[config.mk]
export PLATFORM = sky130hd
export DESIGN_NAME = core_launch_echo_handshake
export DESIGN_NICKNAME = d
export VERILOG_FILES = /design/src/rtl/core/cle_pkg.sv /design/src/rtl/core/cle_cfg.sv /design/src/rtl/core/cle_step.sv /design/src/rtl/core/core_launch_echo_handshake.sv
export SDC_FILE = /design/constraint.sdc
export NUM_CORES = 1
export LEC_CHECK = 0
export BUFFER_PORTS_ARGS = -buffer_cell sky130_fd_sc_hd__buf_2
export CAP_MARGIN = 20
export CORE_MARGIN = 1.5
export CORE_UTILIZATION = 59
export CTS_CLUSTER_SIZE = 10
export DETAILED_ROUTE_END_ITERATION = 16
export GPL_ROUTABILITY_DRIVEN = 1
export PLACE_DENSITY = 0.83
export SLEW_MARGIN = 25
export SYNTH_ARGS = -nofsm -noshare
export SYNTH_HDL_FRONTEND = slang
export SYNTH_SLANG_ARGS = --single-unit
[constraint.sdc]
create_clock -name i_clk -period 7 [get_ports i_clk]
set_input_delay 1.75 -clock i_clk [delete_from_list [all_inputs] [get_ports i_clk]]
set_output_delay 1.75 -clock i_clk [all_outputs]
set_load 0.005 [all_outputs]
[src/rtl/core/cle_pkg.sv]
// Types and codes shared by the core launch echo handshake block.
package cle_pkg;

    // Action codes of an input item
    localparam logic [2:0] ACT_BEGIN       = 3'd0;
    localparam logic [2:0] ACT_ECHO        = 3'd1;
    localparam logic [2:0] ACT_WR_TIMEOUT  = 3'd2;
    localparam logic [2:0] ACT_RD_TIMEOUT  = 3'd3;
    localparam logic [2:0] ACT_SERVICED    = 3'd4;
    localparam logic [2:0] ACT_SVC_TIMEOUT = 3'd5;

    // Status codes of a result item
    localparam logic [2:0] ST_AWAIT    = 3'd0;
    localparam logic [2:0] ST_LAUNCHED = 3'd1;
    localparam logic [2:0] ST_FAILED   = 3'd2;
    localparam logic [2:0] ST_REFUSED  = 3'd3;
    localparam logic [2:0] ST_REPORT   = 3'd4;

    // Failure phase codes
    localparam logic [1:0] PH_NONE       = 2'd0;
    localparam logic [1:0] PH_WR_TIMEOUT = 2'd1;
    localparam logic [1:0] PH_RD_TIMEOUT = 2'd2;
    localparam logic [1:0] PH_RESTARTS   = 2'd3;

    // Configuration register indexes
    localparam logic [2:0] REG_VECTOR_TABLE = 3'd0;
    localparam logic [2:0] REG_STACK_TOP    = 3'd1;
    localparam logic [2:0] REG_ENTRY        = 3'd2;
    localparam logic [2:0] REG_MAX_RESTARTS = 3'd3;
    localparam logic [2:0] REG_ATTEMPT_CAP  = 3'd4;

    localparam logic [3:0] MAX_RESTARTS_RST = 4'd4;
    localparam logic [7:0] ATTEMPT_CAP_RST  = 8'd8;
    localparam logic [7:0] STREAK_MAX       = 8'hFF;

    typedef struct packed {
        logic [2:0]  action;
        logic [31:0] echo_word;
    } t_in_item;

    typedef struct packed {
        logic        send_valid;
        logic [31:0] send_word;
        logic        flush_before_send;
        logic [2:0]  status;
        logic [1:0]  fail_phase;
        logic [2:0]  fail_index;
        logic        gave_up;
        logic [7:0]  streak_count;
    } t_out_item;

    typedef struct packed {
        logic [31:0] vector_table_address;
        logic [31:0] stack_top_address;
        logic [31:0] entry_address;
        logic [3:0]  max_restarts;
        logic [7:0]  attempt_cap;
    } t_cfg;

    typedef struct packed {
        logic [2:0] seq_index;
        logic [3:0] restart_count;
        logic       in_handshake;
        logic [7:0] failure_streak;
        logic       give_up_latch;
    } t_state;

endpackage

[src/rtl/core/cle_cfg.sv]
// Configuration register file of the core launch echo handshake block.
module cle_cfg
    import cle_pkg::*;
(
    input  logic        i_clk,
    input  logic        i_rst_n,
    input  logic        i_wr_en,
    input  logic [2:0]  i_wr_index,
    input  logic [31:0] i_wr_data,
    output t_cfg        o_cfg
);

    t_cfg r_cfg;
    t_cfg n_cfg;

    always_comb begin
        n_cfg = r_cfg;
        if (i_wr_en) begin
            unique case (i_wr_index)
                REG_VECTOR_TABLE: n_cfg.vector_table_address = i_wr_data;
                REG_STACK_TOP:    n_cfg.stack_top_address    = i_wr_data;
                REG_ENTRY:        n_cfg.entry_address        = i_wr_data;
                REG_MAX_RESTARTS: n_cfg.max_restarts         = i_wr_data[3:0];
                REG_ATTEMPT_CAP:  n_cfg.attempt_cap          = i_wr_data[7:0];
                default: ;  // drop writes beyond the register list
            endcase
        end
    end

    always_ff @(posedge i_clk) begin
        if (!i_rst_n) begin
            r_cfg.vector_table_address <= '0;
            r_cfg.stack_top_address    <= '0;
            r_cfg.entry_address        <= '0;
            r_cfg.max_restarts         <= MAX_RESTARTS_RST;
            r_cfg.attempt_cap          <= ATTEMPT_CAP_RST;
        end else begin
            r_cfg <= n_cfg;
        end
    end

    assign o_cfg = r_cfg;

endmodule

[src/rtl/core/cle_step.sv]
// Per-event next-state and result logic of the launch echo handshake.
module cle_step
    import cle_pkg::*;
#(
    parameter int SEQ_LENGTH = 6
) (
    input  t_in_item  i_item,
    input  t_state    i_state,
    input  t_cfg      i_cfg,
    output t_state    o_state,
    output t_out_item o_result
);

    localparam logic [3:0] LastIdx = 4'(SEQ_LENGTH - 1);
    localparam logic [3:0] SeqLen  = 4'(SEQ_LENGTH);

    function automatic logic [31:0] word_at(input logic [2:0] idx, input t_cfg cfg);
        logic [3:0] ix;
        ix = {1'b0, idx};
        if (ix == LastIdx)             return cfg.entry_address;
        if (ix + 4'd1 == LastIdx)      return cfg.stack_top_address;
        if (ix + 4'd2 == LastIdx)      return cfg.vector_table_address;
        if (ix + 4'd3 == LastIdx)      return 32'd1;
        return 32'd0;
    endfunction

    logic [31:0] cur_word;
    logic [31:0] emit_word;
    logic [3:0]  nxt_idx;
    logic        emit;
    logic [2:0]  emit_idx;
    logic        fail;
    logic [1:0]  fail_ph;
    logic        count_fail;
    logic [7:0]  streak_inc;

    assign cur_word   = word_at(i_state.seq_index, i_cfg);
    assign nxt_idx    = {1'b0, i_state.seq_index} + 4'd1;
    assign emit_word  = word_at(emit_idx, i_cfg);
    assign streak_inc = (i_state.failure_streak < STREAK_MAX) ?
                        i_state.failure_streak + 8'd1 : i_state.failure_streak;

    always_comb begin
        o_state    = i_state;
        o_result   = '0;
        emit       = 1'b0;
        emit_idx   = '0;
        fail       = 1'b0;
        fail_ph    = PH_NONE;
        count_fail = 1'b0;

        unique case (i_item.action)
            ACT_BEGIN: begin
                if (i_state.give_up_latch) begin
                    o_result.status = ST_REFUSED;
                end else begin
                    o_state.in_handshake  = 1'b1;
                    o_state.seq_index     = '0;
                    o_state.restart_count = '0;
                    emit                  = 1'b1;
                end
            end
            ACT_ECHO: begin
                if (i_state.in_handshake) begin
                    if (i_item.echo_word == cur_word) begin
                        if (nxt_idx >= SeqLen) begin
                            o_state.in_handshake  = 1'b0;
                            o_state.seq_index     = '0;
                            o_state.restart_count = '0;
                            o_result.status       = ST_LAUNCHED;
                        end else begin
                            o_state.seq_index = nxt_idx[2:0];
                            emit              = 1'b1;
                            emit_idx          = nxt_idx[2:0];
                        end
                    end else if (i_state.restart_count >= i_cfg.max_restarts) begin
                        fail    = 1'b1;
                        fail_ph = PH_RESTARTS;
                    end else begin
                        // wrong echo: start the sequence over
                        o_state.restart_count = i_state.restart_count + 4'd1;
                        o_state.seq_index     = '0;
                        emit                  = 1'b1;
                    end
                end
            end
            ACT_WR_TIMEOUT: begin
                if (i_state.in_handshake) begin
                    fail    = 1'b1;
                    fail_ph = PH_WR_TIMEOUT;
                end
            end
            ACT_RD_TIMEOUT: begin
                if (i_state.in_handshake) begin
                    fail    = 1'b1;
                    fail_ph = PH_RD_TIMEOUT;
                end
            end
            ACT_SERVICED: begin
                o_state.failure_streak = '0;
                o_result.status        = ST_REPORT;
            end
            ACT_SVC_TIMEOUT: begin
                count_fail      = 1'b1;
                o_result.status = ST_REPORT;
            end
            default: ;  // ignore unused action codes
        endcase

        if (emit) begin
            o_result.send_valid        = 1'b1;
            o_result.send_word         = emit_word;
            o_result.flush_before_send = (emit_word == 32'd0);
            o_result.status            = ST_AWAIT;
        end

        if (fail) begin
            o_result.status       = ST_FAILED;
            o_result.fail_phase   = fail_ph;
            o_result.fail_index   = i_state.seq_index;
            o_state.in_handshake  = 1'b0;
            o_state.seq_index     = '0;
            o_state.restart_count = '0;
            count_fail            = 1'b1;
        end

        if (count_fail) begin
            o_state.failure_streak = streak_inc;
            if (streak_inc >= i_cfg.attempt_cap) begin
                o_state.give_up_latch = 1'b1;
            end
        end

        o_result.gave_up      = o_state.give_up_latch;
        o_result.streak_count = o_state.failure_streak;
    end

endmodule

[src/rtl/core/core_launch_echo_handshake.sv]
// Top level of the core launch echo handshake initiator.
// Each input item is an event of the launch handshake (begin, echo, timeouts, service
// reports); each accepted event yields exactly one result item carrying the next word to
// send, the status, any failure phase and index, and the failure streak and give-up flag.
// An event is captured in an input register and resolved from there into the result
// register once that register is empty or being drained, so one event is taken every cycle
// while the output is not stalled. Handshake state updates as the
// event moves into the result register. Configuration registers are written through a
// separate channel that is always ready, and are to be written only while the block is idle.
module core_launch_echo_handshake
    import cle_pkg::*;
#(
    parameter int SEQ_LENGTH = 6
) (
    input  logic        i_clk,
    input  logic        i_rst_n,
    input  logic        i_in_valid,
    output logic        o_in_stall,
    input  t_in_item    i_in,
    output logic        o_out_valid,
    input  logic        i_out_stall,
    output t_out_item   o_out,
    input  logic        i_cfg_valid,
    output logic        o_cfg_ready,
    input  logic [2:0]  i_cfg_index,
    input  logic [31:0] i_cfg_data
);

    t_cfg      cfg;
    t_state    r_state;
    t_state    n_state;
    t_out_item step_result;

    logic      r_in_valid;
    t_in_item  r_in;
    logic      r_out_valid;
    t_out_item r_out;
    logic      move;
    logic      in_xfer;

    assign o_cfg_ready = 1'b1;

    cle_cfg u_cfg (
        .i_clk      (i_clk),
        .i_rst_n    (i_rst_n),
        .i_wr_en    (i_cfg_valid),
        .i_wr_index (i_cfg_index),
        .i_wr_data  (i_cfg_data),
        .o_cfg      (cfg)
    );

    cle_step #(
        .SEQ_LENGTH (SEQ_LENGTH)
    ) u_step (
        .i_item   (r_in),
        .i_state  (r_state),
        .i_cfg    (cfg),
        .o_state  (n_state),
        .o_result (step_result)
    );

    // advance when the result register is empty or being drained
    assign move       = r_in_valid && (!r_out_valid || !i_out_stall);
    assign o_in_stall = r_in_valid && !move;
    assign in_xfer    = i_in_valid && !o_in_stall;

    always_ff @(posedge i_clk) begin
        if (!i_rst_n) begin
            r_in_valid  <= 1'b0;
            r_out_valid <= 1'b0;
            r_state     <= '0;
        end else begin
            if (in_xfer) begin
                r_in_valid <= 1'b1;
            end else if (move) begin
                r_in_valid <= 1'b0;
            end
            if (move) begin
                r_out_valid <= 1'b1;
                r_state     <= n_state;
            end else if (!i_out_stall) begin
                r_out_valid <= 1'b0;
            end
        end
    end

    always_ff @(posedge i_clk) begin
        if (in_xfer) begin
            r_in <= i_in;
        end
        if (move) begin
            r_out <= step_result;
        end
    end

    assign o_out_valid = r_out_valid;
    assign o_out       = r_out;

    a_idle_clean: assert property (@(posedge i_clk) disable iff (!i_rst_n)
        !r_state.in_handshake |-> (r_state.seq_index == '0 && r_state.restart_count == '0))
        else $error("idle handshake state not cleared");

    a_index_range: assert property (@(posedge i_clk) disable iff (!i_rst_n)
        {1'b0, r_state.seq_index} < 4'(SEQ_LENGTH))
        else $error("sequence index out of range");

    a_latch_sticky: assert property (@(posedge i_clk) disable iff (!i_rst_n)
        r_state.give_up_latch |=> r_state.give_up_latch)
        else $error("give-up flag cleared without reset");

    a_stall_full: assert property (@(posedge i_clk) disable iff (!i_rst_n)
        o_in_stall |-> (r_out_valid && i_out_stall))
        else $error("input stalled while result register can take a transfer");

    a_fail_phase: assert property (@(posedge i_clk) disable iff (!i_rst_n)
        (o_out_valid && o_out.status != ST_FAILED) |-> o_out.fail_phase == PH_NONE)
        else $error("failure phase reported without failure");

endmodule

==> results.txt <==
The flow ran to the end, and the final reports show no timing, DRC or antenna violations. Headroom to the max-slew limit came out at 34.2%. Total count of max-transition violations in the final report: 0. The critical path data arrival time was 6770 ps. Sorting the synthesized cells by area gives the leading types as sky130_fd_sc_hd__edfxtp_1, sky130_fd_sc_hd__dfxtp_1, sky130_fd_sc_hd__nand2_1, sky130_fd_sc_hd__a21oi_1, sky130_fd_sc_hd__nor2_1. Setup repair after global routing left no endpoint under its margin. For the number of global-route vias before repair, the log shows 9165. The internal power of the cells totals 2.06 mW. The achievable frequency is 0.154 GHz, and the DRC violation total after the first TritonRoute iteration is 1329. The overall die area is 18800 µm², and the data required time at the worst endpoint is 7260 ps.

The top flip-flop cell by instance count after synthesis was sky130_fd_sc_hd__dfxtp_1. The run gives 48.9% as the global routing met1 resource utilization. STA classifies the critical path startpoint as a flip-flop. For this run, global-route usage on met3 was measured as 6.11%.

Across all setup checks in the final design, the least slack found is 493 ps. For the total core area, the log shows 17400 µm². Of the total power, the share spent switching nets is 22.3%. Met2 usage in global routing: 54.7%. The critical path in this run is classified as flip-flop to flip-flop.

At the placement stage, the worst setup path has a slack of 668 ps. Synthesis produced 1223 cells. The final route contains 9931 vias. When the netlist entered floorplanning its net count stood at 1320. The instance count along the most critical hold path works out to 2. After detailed routing, the number of remaining DRC violations is 0. The number of cells on the worst reg-to-reg path is 19. The tools report the count of buffers added by post-CTS timing repair for setup as 0. The proportion of register bits with asynchronous set or reset after synthesis came out at 0%. The path with the worst hold slack has its endpoint at u_cfg.o_cfg[7]. The run gives 51.5% as the part of the total power dissipated in sequential elements. For the number of hold violations in the final report, the log shows 0.

The total of hold buffers inserted after clock tree synthesis was 0. Setup violations remaining at the end of the flow were counted as 0. The distinct cell type count after synthesis was 75; the total of warnings raised by yosys was 0. The first detailed-routing pass ran for 6 iterations.

The quantity of gates resized following cts was 0. On the final layout, the worst clock skew is 11.3 ps. The detail route stage leaves a number of antenna-violating nets equal to 0. Across the run, the number of max-cap violations was 0. Per report_power, the clock group accounts for 43.0% of the total. The overall global routing resource usage came out at 34.9%. In this run, synthesis inferred 86 flip-flops with an integrated enable.

The floorplan step set the die width to 137 µm. The min-delay analysis places its worst path in the category flip-flop to flip-flop. The tools report the H-tree depth reported by CTS as 1. The fraction of layout instances using a drive strength above 1 was 14.6%; the synthesized area divided by synthesized cell count was 8.68 µm². VDD sags by at most 228 µV. The congestion estimate from routability-driven global placement came to 1.06. The final cycle utilization of the critical path works out to 93.0%. The tools report the final wirelength as 32400 µm. 129 I/O pins were placed.

From bottom edge to top edge, the die measures 137 µm. The tools report the CTS buffer count as 25. After clock tree synthesis, the clock-pin slew on the worst setup and hold paths is 60 ps.

Once the floorplan was initialized, standard cells occupied 60.9% of the core. The biggest fanout along the worst timing path is 19. Entering global routing, the biggest net connects 75 pins. Power spread over the standard cell area amounts to 220 nW/µm². For the number of placed cells counting well taps, the log shows 1514. The cell sitting at the root of the clock tree is a sky130_fd_sc_hd__clkbuf_16.

For the count of inserted antenna diode cells, the log shows 0. The origin of the worst min-delay path was u_cfg.o_cfg[7]. The number of vias per cell is 6.37.

The finished cells cover 12100 µm². The finished layout holds 1559 standard cells, fillers aside. Setup total negative slack on the finished layout was measured at 0 ps. The logs give 1439 for the final-layout fill cell count and 10600 µm² for the combined area of all synthesized cells.

Count of buffers from port buffering: 127. Category of the worst setup path capture point: a flip-flop. The longest clock path from root to sink contains 3 buffers. Summed over all layers, the global routing overflow is 0. The HPWL after detailed placement is 22800 µm.

The busiest metal layer after global routing was met2. The launch instance of the worst register-to-register path is r_state[14]. The number of storage elements in the synthesis netlist works out to 213.

The first global-routing pass estimated 50300 µm of wire. Number of antenna violations at the first check in global routing: 0. Across all register-to-register paths, the minimum setup slack is 490 ps.

Clock tree synthesis found a total of 213 sinks. In this run the cell area measured after placement is 11300 µm². At the later pin of the worst-skew pair, clock insertion delay measures 510 ps.

In this run the power spent charging and discharging nets is 0.592 mW. TritonCTS built the clock tree. For the pin with the worst max-slew slack, the measured transition is 982 ps. The final standard cell utilization of the core came out at 69.3%.

The register area share after synthesis is 48.3%. In this run the static leakage power is 4.65 nW. Minimum clock period after layout: 6510 ps.

The power share of the combinational group came out at 5.5%. In the final routed layout, each cell accounts on average for 20.8 µm. The floorplan row count is 48, and the layout-stage area growth over the synthesis result is 13.7%. The cell accounting for the most synthesized area was sky130_fd_sc_hd__edfxtp_1. In this run the critical register-to-register path is captured at o_out[17]. The share of synthesized area in the top cell type comes to 24.3%.

The total number of nets in the final design was 1414.
registers in the layout, indices dropped and copies added, names as in the netlist:
name         flops
o_out           51
r_in            35
o_out_valid      1
u_cfg.o_cfg    108
r_in_valid       1
r_state         17
critical path: stages (launching register included):
cell and delay, ps:
sky130_fd_sc_hd__dfxtp_1 360, sky130_fd_sc_hd__inv_1 70, sky130_fd_sc_hd__buf_4 180, sky130_fd_sc_hd__ha_1 190, sky130_fd_sc_hd__a21bo_1 360, sky130_fd_sc_hd__nor2_2 690, sky130_fd_sc_hd__a221oi_1 210, sky130_fd_sc_hd__a2111oi_1 460
sky130_fd_sc_hd__o2111ai_1 270, sky130_fd_sc_hd__nor4_4 420, sky130_fd_sc_hd__and3_1 240, sky130_fd_sc_hd__nand3_1 100, sky130_fd_sc_hd__ha_1 310, sky130_fd_sc_hd__nor2_1 670, sky130_fd_sc_hd__and2_1 220, sky130_fd_sc_hd__and4_1 740
sky130_fd_sc_hd__a22oi_1 230, sky130_fd_sc_hd__o22ai_1 230, sky130_fd_sc_hd__or4_1 200, sky130_fd_sc_hd__nor4_2 60
placed cells by master (no fill, tap or decap), types with 20 or more instances in the layout:
cell / count
sky130_fd_sc_hd__o211ai_1: 20
sky130_fd_sc_hd__nand3_1: 31
sky130_fd_sc_hd__nand2b_1: 22
sky130_fd_sc_hd__a21oi_1: 120
sky130_fd_sc_hd__nand2_1: 241
sky130_fd_sc_hd__clkbuf_16: 25
sky130_fd_sc_hd__dfxtp_1: 127
sky130_fd_sc_hd__inv_1: 52
sky130_fd_sc_hd__edfxtp_1: 86
sky130_fd_sc_hd__buf_2: 127
sky130_fd_sc_hd__ha_1: 22
sky130_fd_sc_hd__buf_4: 23
sky130_fd_sc_hd__nor2_1: 128
sky130_fd_sc_hd__o21ai_0: 29
kinds of logic (layout without fill, tap and decap cells):
kind of cell / Yosys count / in the layout / synth area share [%]
and+or+nand+nor: 505 / 505 / 21.4
DFF: 213 / 213 / 48.3
muxes: 9 / 9 / 0.861
other: 1 / 1 / 0.0353
adders and majority gates: 22 / 22 / 2.59
xor gates and xnor gates: 21 / 21 / 1.87
buffers and inverters: 138 / 249 / 5.47
AOI/OAI and AO/OA: 314 / 314 / 19.5
how the worst max path moves through the flow:
| stage | from | endpoint | slack, ps | cells past startpoint |
|---|---|---|---|---|
| 2_1_floorplan | r_state[14] | o_out[17] | 1440 | 24 |
| 3_3_place_gp | r_state[15] | o_out[17] | 910 | 18 |
| 3_5_place_dp | r_state[15] | o_out[17] | 670 | 18 |
| 4_1_cts | r_state[14] | o_out[17] | 660 | 19 |
| 5_1_grt | r_state[14] | o_out[17] | 100 | 19 |
| 6_report | r_state[14] | o_out[17] | 490 | 19 |
routing by layer:
| metal | vias up | routed length (µm) | part of all wire (%) |
|---|---|---|---|
| li1 | 4538 | - | - |
| met1 | 4697 | 13300 | 41 |
| met2 | 604 | 14600 | 45 |
| met3 | 92 | 3340 | 10 |
| met4 | 0 | 1140 | 3.5 |
| met5 | - | 0 | 0 |
stage by stage:
step	power (mW)	hold slack, ps
global route	2.73	473
CTS	2.66	454
detailed placement	1.53	447
finish	2.65	456
global placement	1.53	444
floorplan	1.45	436
cells in the mapped netlist, types with 4 or more instances:
library cell	number
sky130_fd_sc_hd__a221oi_1	9
sky130_fd_sc_hd__and2_1	9
sky130_fd_sc_hd__o211ai_1	20
sky130_fd_sc_hd__edfxtp_1	86
sky130_fd_sc_hd__dfxtp_1	127
sky130_fd_sc_hd__buf_4	4
sky130_fd_sc_hd__a32oi_1	10
sky130_fd_sc_hd__nor4_1	4
sky130_fd_sc_hd__a22o_1	7
sky130_fd_sc_hd__buf_6	5
sky130_fd_sc_hd__o2111ai_1	16
sky130_fd_sc_hd__buf_2	8
sky130_fd_sc_hd__clkbuf_1	65
sky130_fd_sc_hd__and4_1	7
sky130_fd_sc_hd__o22ai_1	17
sky130_fd_sc_hd__nand3_1	31
sky130_fd_sc_hd__a311oi_1	4
sky130_fd_sc_hd__a31oi_1	18
sky130_fd_sc_hd__nand4_1	7
sky130_fd_sc_hd__inv_1	54
sky130_fd_sc_hd__or4_1	5
sky130_fd_sc_hd__a22oi_1	16
sky130_fd_sc_hd__o21ai_0	29
sky130_fd_sc_hd__and3_1	18
sky130_fd_sc_hd__mux2i_1	8
sky130_fd_sc_hd__nor2_1	129
sky130_fd_sc_hd__o21bai_1	4
sky130_fd_sc_hd__a21oi_1	120
sky130_fd_sc_hd__nand2b_1	22
sky130_fd_sc_hd__a21o_1	8
sky130_fd_sc_hd__nor2b_1	5
sky130_fd_sc_hd__xor2_1	8
sky130_fd_sc_hd__nand2_1	241
sky130_fd_sc_hd__ha_1	22
sky130_fd_sc_hd__nor3_1	10
sky130_fd_sc_hd__xnor2_1	11
power groups by stage:
stage / Combinational (mW) / Sequential, mW / Clock (mW)
2_1_floorplan: 0.0753 / 1.38 / 0
3_3_place_gp: 0.139 / 1.39 / 0
3_5_place_dp: 0.142 / 1.39 / 0
4_1_cts: 0.143 / 1.36 / 1.15
5_1_grt: 0.160 / 1.37 / 1.20
6_report: 0.146 / 1.37 / 1.14
area by class of cell:
class,count,area [µm²],area share [%]
well taps,225,282,2.33
flip-flops and latches,213,5120,42.5
inverters,54,204,1.69
clock buffers,44,707,5.86
repair buffers,151,828,6.86
multi-input cells,872,4920,40.8
Power figures use the tool's default switching activity.
